### src/hdl/pfc_pkg.sv
// ----------------------------------------------------------------------------
// pfc_pkg
// Types, format codes and colour conversion functions for the pixel codec.
// ----------------------------------------------------------------------------
package pfc_pkg;

  typedef enum logic [1:0] {
    CMD_PACK   = 2'd0,
    CMD_UNPACK = 2'd1,
    CMD_PALWR  = 2'd2,
    CMD_NOP    = 2'd3
  } cmd_e;

  typedef enum logic [1:0] {
    REG_FORMAT = 2'd0,
    REG_WIDTH  = 2'd1,
    REG_HEIGHT = 2'd2,
    REG_STRIDE = 2'd3
  } reg_e;

  localparam logic [4:0] FMT_A8R8G8B8 = 5'd1;
  localparam logic [4:0] FMT_A8B8G8R8 = 5'd2;
  localparam logic [4:0] FMT_X8R8G8B8 = 5'd3;
  localparam logic [4:0] FMT_X8B8G8R8 = 5'd4;
  localparam logic [4:0] FMT_R8G8B8   = 5'd5;
  localparam logic [4:0] FMT_B8G8R8   = 5'd6;
  localparam logic [4:0] FMT_A4R4G4B4 = 5'd7;
  localparam logic [4:0] FMT_A4B4G4R4 = 5'd8;
  localparam logic [4:0] FMT_X4R4G4B4 = 5'd9;
  localparam logic [4:0] FMT_X4B4G4R4 = 5'd10;
  localparam logic [4:0] FMT_A1R5G5B5 = 5'd11;
  localparam logic [4:0] FMT_A1B5G5R5 = 5'd12;
  localparam logic [4:0] FMT_X1R5G5B5 = 5'd13;
  localparam logic [4:0] FMT_X1B5G5R5 = 5'd14;
  localparam logic [4:0] FMT_R5G6B5   = 5'd15;
  localparam logic [4:0] FMT_B5G6R5   = 5'd16;
  localparam logic [4:0] FMT_PAL8     = 5'd17;
  localparam logic [4:0] FMT_PAL4     = 5'd18;
  localparam logic [4:0] FMT_IDX32    = 5'd19;
  localparam logic [4:0] FMT_IDX24    = 5'd20;
  localparam logic [4:0] FMT_IDX16    = 5'd21;
  localparam logic [4:0] FMT_IDX8     = 5'd22;
  localparam logic [4:0] FMT_IDX4     = 5'd23;
  localparam logic [4:0] FMT_MONO     = 5'd24;

  localparam logic [31:0] ALPHA_OPAQUE = 32'hff000000;

  typedef struct packed {
    logic [1:0]  command;
    logic [15:0] x;
    logic [15:0] y;
    logic [31:0] color;
    logic [7:0]  palette_index;
    logic [31:0] stored_raw;
  } pix_in_t;

  typedef struct packed {
    logic        in_bounds;
    logic        write_enable;
    logic [31:0] byte_address;
    logic [2:0]  bit_offset;
    logic [5:0]  element_bits;
    logic [31:0] packed_value;
    logic [31:0] color_out;
  } pix_out_t;

  function automatic logic [5:0] fmt_bits(input logic [4:0] f);
    logic [5:0] b;
    b = 6'd0;
    if (f >= FMT_A8R8G8B8 && f <= FMT_X8B8G8R8) b = 6'd32;
    else if (f == FMT_R8G8B8 || f == FMT_B8G8R8) b = 6'd24;
    else if (f >= FMT_A4R4G4B4 && f <= FMT_B5G6R5) b = 6'd16;
    else if (f == FMT_PAL8 || f == FMT_IDX8) b = 6'd8;
    else if (f == FMT_PAL4 || f == FMT_IDX4) b = 6'd4;
    else if (f == FMT_IDX32) b = 6'd32;
    else if (f == FMT_IDX24) b = 6'd24;
    else if (f == FMT_IDX16) b = 6'd16;
    else if (f == FMT_MONO) b = 6'd1;
    return b;
  endfunction

  function automatic logic [31:0] swap_rb(input logic [31:0] c);
    return {c[31:24], c[7:0], c[15:8], c[23:16]};
  endfunction

  function automatic logic is_palette(input logic [4:0] f);
    return (f == FMT_PAL8) || (f == FMT_PAL4) || (f == FMT_MONO);
  endfunction

  function automatic logic [31:0] pack_color(input logic [4:0] f, input logic [31:0] c);
    logic [31:0] r;
    r = '0;
    if (f == FMT_A8R8G8B8 || f == FMT_IDX32) r = c;
    else if (f == FMT_A8B8G8R8) r = swap_rb(c);
    else if (f == FMT_X8R8G8B8 || f == FMT_R8G8B8 || f == FMT_IDX24) r = {8'h0, c[23:0]};
    else if (f == FMT_X8B8G8R8 || f == FMT_B8G8R8) r = {8'h0, c[7:0], c[15:8], c[23:16]};
    else if (f == FMT_A4R4G4B4) r = {16'h0, c[31:28], c[23:20], c[15:12], c[7:4]};
    else if (f == FMT_A4B4G4R4) r = {16'h0, c[31:28], c[7:4], c[15:12], c[23:20]};
    else if (f == FMT_X4R4G4B4) r = {20'h0, c[23:20], c[15:12], c[7:4]};
    else if (f == FMT_X4B4G4R4) r = {20'h0, c[7:4], c[15:12], c[23:20]};
    else if (f == FMT_A1R5G5B5) r = {16'h0, c[31], c[23:19], c[15:11], c[7:3]};
    else if (f == FMT_A1B5G5R5) r = {16'h0, c[31], c[7:3], c[15:11], c[23:19]};
    else if (f == FMT_X1R5G5B5) r = {17'h0, c[23:19], c[15:11], c[7:3]};
    else if (f == FMT_X1B5G5R5) r = {17'h0, c[7:3], c[15:11], c[23:19]};
    else if (f == FMT_R5G6B5) r = {16'h0, c[23:19], c[15:10], c[7:3]};
    else if (f == FMT_B5G6R5) r = {16'h0, c[7:3], c[15:10], c[23:19]};
    else if (f == FMT_IDX16) r = {16'h0, c[15:0]};
    else if (f == FMT_PAL8 || f == FMT_IDX8) r = {24'h0, c[7:0]};
    else if (f == FMT_PAL4 || f == FMT_IDX4) r = {28'h0, c[3:0]};
    else if (f == FMT_MONO) r = {31'h0, |c};
    return r;
  endfunction

  // direct-colour expansion; palette formats are resolved elsewhere
  function automatic logic [31:0] unpack_direct(input logic [4:0] f, input logic [31:0] v);
    logic [31:0] r;
    r = '0;
    if (f == FMT_A8R8G8B8 || f == FMT_IDX32) r = v;
    else if (f == FMT_A8B8G8R8) r = swap_rb(v);
    else if (f == FMT_X8R8G8B8 || f == FMT_R8G8B8) r = ALPHA_OPAQUE | v;
    else if (f == FMT_X8B8G8R8) r = {8'h0, v[7:0], v[15:8], v[23:16]};
    else if (f == FMT_B8G8R8) r = {8'hff, v[7:0], v[15:8], v[23:16]};
    else if (f == FMT_A4R4G4B4)
      r = {v[15:12], 4'h0, v[11:8], 4'h0, v[7:4], 4'h0, v[3:0], 4'h0};
    else if (f == FMT_A4B4G4R4)
      r = {v[15:12], 4'h0, v[3:0], 4'h0, v[7:4], 4'h0, v[11:8], 4'h0};
    else if (f == FMT_X4R4G4B4)
      r = {8'hff, v[11:8], 4'h0, v[7:4], 4'h0, v[3:0], 4'h0};
    else if (f == FMT_X4B4G4R4)
      r = {8'hff, v[3:0], 4'h0, v[7:4], 4'h0, v[11:8], 4'h0};
    else if (f == FMT_A1R5G5B5)
      r = {v[15], 7'h0, v[14:10], 3'h0, v[9:5], 3'h0, v[4:0], 3'h0};
    else if (f == FMT_A1B5G5R5)
      r = {v[15], 7'h0, v[4:0], 3'h0, v[9:5], 3'h0, v[14:10], 3'h0};
    else if (f == FMT_X1R5G5B5)
      r = {8'hff, v[14:10], 3'h0, v[9:5], 3'h0, v[4:0], 3'h0};
    else if (f == FMT_X1B5G5R5)
      r = {8'hff, v[4:0], 3'h0, v[9:5], 3'h0, v[14:10], 3'h0};
    else if (f == FMT_R5G6B5)
      r = {8'hff, v[15:11], 3'h0, v[10:5], 2'h0, v[4:0], 3'h0};
    else if (f == FMT_B5G6R5)
      r = {8'hff, v[4:0], 3'h0, v[10:5], 2'h0, v[15:11], 3'h0};
    else if (f == FMT_IDX24 || f == FMT_IDX16 || f == FMT_IDX8 || f == FMT_IDX4) r = v;
    return r;
  endfunction

endpackage

### src/hdl/pfc_addr.sv
// ----------------------------------------------------------------------------
// pfc_addr
// Stage one: bounds check, address generation, packing, element extract and direct unpack.
// ----------------------------------------------------------------------------
module pfc_addr (
  input  pfc_pkg::pix_in_t  in_i,
  input  logic [4:0]        fmt_i,
  input  logic [14:0]       width_i,
  input  logic [14:0]       height_i,
  input  logic [15:0]       stride_i,
  output pfc_pkg::pix_out_t res_o,
  output logic [31:0]       elem_o
);
  import pfc_pkg::*;

  logic [5:0]  bits;
  logic        known, inb, act;
  logic [14:0] ux, uy;
  logic [31:0] off, raw;
  logic [2:0]  boff;

  always_comb begin
    bits  = fmt_bits(fmt_i);
    known = bits != 6'd0;
    ux    = in_i.x[14:0];
    uy    = in_i.y[14:0];
    inb   = !in_i.x[15] && !in_i.y[15] && (ux < width_i) && (uy < height_i);
    act   = (in_i.command == CMD_PACK) || (in_i.command == CMD_UNPACK);
    boff  = 3'd0;
    off   = 32'd0;
    if (bits == 6'd1) begin
      off  = {20'h0, ux[14:3]};
      boff = 3'd7 - ux[2:0];
    end else if (bits == 6'd4) begin
      off  = {18'h0, ux[14:1]};
      boff = {ux[0], 2'b00};
    end else begin
      off = {17'h0, ux} * {29'h0, bits[5:3]};
    end
    raw = in_i.stored_raw;
    elem_o = '0;
    if (inb) begin
      unique case (bits)
        6'd32:   elem_o = raw;
        6'd24:   elem_o = {8'h0, raw[23:0]};
        6'd16:   elem_o = {16'h0, raw[15:0]};
        6'd8:    elem_o = {24'h0, raw[7:0]};
        6'd4:    elem_o = {28'h0, boff[2] ? raw[7:4] : raw[3:0]};
        6'd1:    elem_o = {31'h0, raw[boff]};
        default: elem_o = '0;
      endcase
    end
    res_o = '0;
    if (act) begin
      res_o.in_bounds    = inb;
      res_o.element_bits = bits;
      if (inb && known) begin
        res_o.byte_address = {17'h0, uy} * {16'h0, stride_i} + off;
        res_o.bit_offset   = boff;
      end
      if (in_i.command == CMD_PACK) begin
        res_o.packed_value = pack_color(fmt_i, in_i.color);
        res_o.write_enable = inb && known;
      end else begin
        res_o.color_out = unpack_direct(fmt_i, elem_o);
      end
    end
  end

endmodule

### config.mk
export PLATFORM = sky130hd
export DESIGN_NAME = pfc_addr
export DESIGN_NICKNAME = d
export VERILOG_FILES = /design/src/hdl/pfc_pkg.sv /design/src/hdl/pfc_addr.sv
export SDC_FILE = /design/constraint.sdc
export NUM_CORES = 1
export LEC_CHECK = 0
export ABC_AREA = 1
export BUFFER_PORTS_ARGS = -buffer_cell sky130_fd_sc_hd__buf_4
export CAP_MARGIN = 20
export CORE_MARGIN = 5
export CORE_UTILIZATION = 61
export DETAILED_ROUTE_END_ITERATION = 10
export GPL_ROUTABILITY_DRIVEN = 1
export PLACE_DENSITY_LB_ADDON = 0.15
export SLEW_MARGIN = 20
export SYNTH_ARGS = -nofsm -noshare
export SYNTH_HDL_FRONTEND = slang
export SYNTH_SLANG_ARGS = --single-unit
export TNS_END_PERCENT = 30
### constraint.sdc
create_clock -name vclk -period 17.1
set_input_delay 3.42 -clock vclk [all_inputs]
set_output_delay 3.42 -clock vclk [all_outputs]
set_load 0.01 [all_outputs]
==> summary.md <==
| Metric | Value |
|---|---|
| Pre-CTS setup slack | `1.430 ns` |
| Seq pwr share | `0` |
| Nets | `slightly above 3000` |
| Int Pwr | `0.0008100 W` |
| Fin crit period | `~16 ns` |
| Yosys top cell by area | `fa_1` |
| Core box area | `~24000 µm²` |
| Die X | `165.3 µm` |
| DRC | `0` |
| Routed wire length | `56390 µm` |
| Die H | `approximately 170 µm` |
| Boundary Pins | `296` |
| Tightest Pin Transition | `0.8840 ns` |
| RSZ-0062 raised after global routing | `false` |
| First-pass GRT wire length | `89050 µm` |
| Crit-path most repeated cell | `inv_1` |
| FF+latch area | `0 µm²` |
| Pwr Total | `0.002189 W` |
| Outcome | `completed` |
| Yosys Warn Count | `0` |
| Final worst-path setup slack | `1.093 ns` |
| Initial Utilization | `0.6228` |
| Clock Buffer Count | `0` |
| Slew headroom | `0.4085` |
| DR WL/cell | `between 15 and 20 µm` |
| Power per Cell Area | `128.7 nW/µm²` |
| CP required | `between 10 and 15 ns` |
| P_sw | `0.001379 W` |
| Placer congestion estimate | `1.093` |
| Clock power share | `0` |
| Ant. Diodes | `0` |
| Comb power frac | `1.000` |
| Cts repair resizes | `0` |
| 1st-iter DRT viols | `1804` |
| Fraction of layout cells with a size suffix above 1 | `0.1420` |
| Top cells by count, synth | `inv_1 (555), nand2_1 (547), fa_1 (212)` |
| Seq Cell Count | `0` |
| Synthesis-to-layout area growth | `15.68%` |
| Vias | `16971` |
| Final hold vios | `0` |
| Worst VDD drop | `0.2633 mV` |
| F_max | `62.47 MHz` |
| Worst hold path class | `in2out` |
| Postcts setup bufs | `0` |
| Mapped Cells | `between 2000 and 2500` |
| Count leader, synth | `inv_1` |
| Hold-fix buffers, CTS | `0` |
| Yosys top cell area share | `0.2886` |
| Setup violations, final | `0` |
| Antenna viol nets, final | `0` |
| Setup TNS | `0 ns` |
| Crit start category | `primary input` |
| Port buffer count | `around 290` |
| Sw Ratio | `0.6299` |
| Part of the cycle the worst path needs | `0.9361` |
| Fin. max-slew vios | `0` |
| Total global routing overflow | `0` |
| CP Max Fanout | `15` |
| GRT Overall Usage | `0.4117` |
| Pleak | `9.937 nW` |
| Sequential fraction of the synthesis area | `0` |
| Ranking of synthesized cells by area | `fa_1 (29%), inv_1 (14%), nand2_1 (14%)` |
| Final HPWL from detailed placement | `46610 µm` |
| Mean Syn Cell Area | `6.408 µm²` |
| Library cells used by synthesis | `between 50 and 60` |
| Largest net degree at the start of global routing | `26` |
| Count of maximum capacitance violations | `0` |
| DRT Pass-1 Iters | `6` |
| Post-synth net total | `2814` |
| Initial antenna violation count | `1` |
| Row cnt | `56` |
| CP Class | `in2out` |
| Avg Vias per Cell | `6.005` |
| Mapped Area | `14710 µm²` |
| Number of global-route vias before repair | `between 15000 and 20000` |
| Die area | `~27000 µm²` |
| CP max-delay cell | `o211ai_1` |
| Worst path arrival time | `roughly 13 ns` |
| CP Capture Type | `primary output` |
| CP max stage delay | `~0.52 ns` |
## power groups by stage
stage | Sequential, W | Clock [W] | Combinational [W]
final | 0 | 0 | 0.00219
after global routing | 0 | 0 | 0.00247
after CTS | 0 | 0 | 0.00214
after detailed placement | 0 | 0 | 0.00212
after global placement | 0 | 0 | 0.00198
after floorplan | 0 | 0 | 0.00156
## worst max-delay path, delay by kind of cell
family / cells / cell delay [ns]
AND/OR/NAND/NOR: 11 / 1.82
AO/OA/AOI/OAI: 14 / 2.97
buffers and inverters: 11 / 1.52
adder cells (fa/ha/maj): 7 / 2.81
## path summary, 6_finish.rpt
check | from | endpoint | cells past startpoint
max | fmt_i[3] | res_o[102] | 43
min | in_i[64] | res_o[56] | 4
## routing by layer
metal	wire length, µm	vias up	global-route usage
met4	3441	2	0.2072
met5	8	-	0
li1	-	7542	-
met2	26310	1163	0.6821
met1	20320	8004	0.5063
met3	6311	260	0.09010
## cells in the final DEF, fill, tap and decap left out, types with 26 or more instances in the layout
cell type,synthesis,layout
a21oi_1,164,164
buf_4,2,300
fa_1,212,212
ha_1,150,150
inv_1,555,555
nand2_1,547,547
nand3_1,66,66
nor2_1,130,130
o21ai_0,140,139
o221ai_1,26,26
## through the flow
step / cell area, µm² / utilization / cells / hold slack (ns)
after floorplan: 14710 / - / 2295 / 6.944
after global placement: 17010 / 0.7204 / 2826 / 7.142
after detailed placement: 17010 / 0.7204 / 2826 / 7.148
after CTS: 17010 / 0.7204 / 2826 / 7.151
after global routing: 17010 / 0.7204 / 2826 / 7.166
final: 17010 / 0.7204 / 2826 / 7.149
## cell families (layout without fill, tap and decap cells)
logic type | Yosys count | count (layout) | share of synthesized area
fa+ha+maj | 362 | 362 | 0.4162
buf+inv | 665 | 877 | 0.1708
simple gates | 805 | 805 | 0.2268
xor+xnor | 19 | 19 | 0.01132
other cells | 1 | 1 | 0.0002550
compound gates | 443 | 443 | 0.1747
## layout make-up
type | instances | area (µm²)
Timing Repair Buffer | 300 | 2252
Fill cell | 1904 | 6601
Multi-Input combinational cell | 1630 | 12190
Tap cell | 319 | 399.1
Inverter | 577 | 2166
Note: power is estimated with default switching activity, not from simulation.
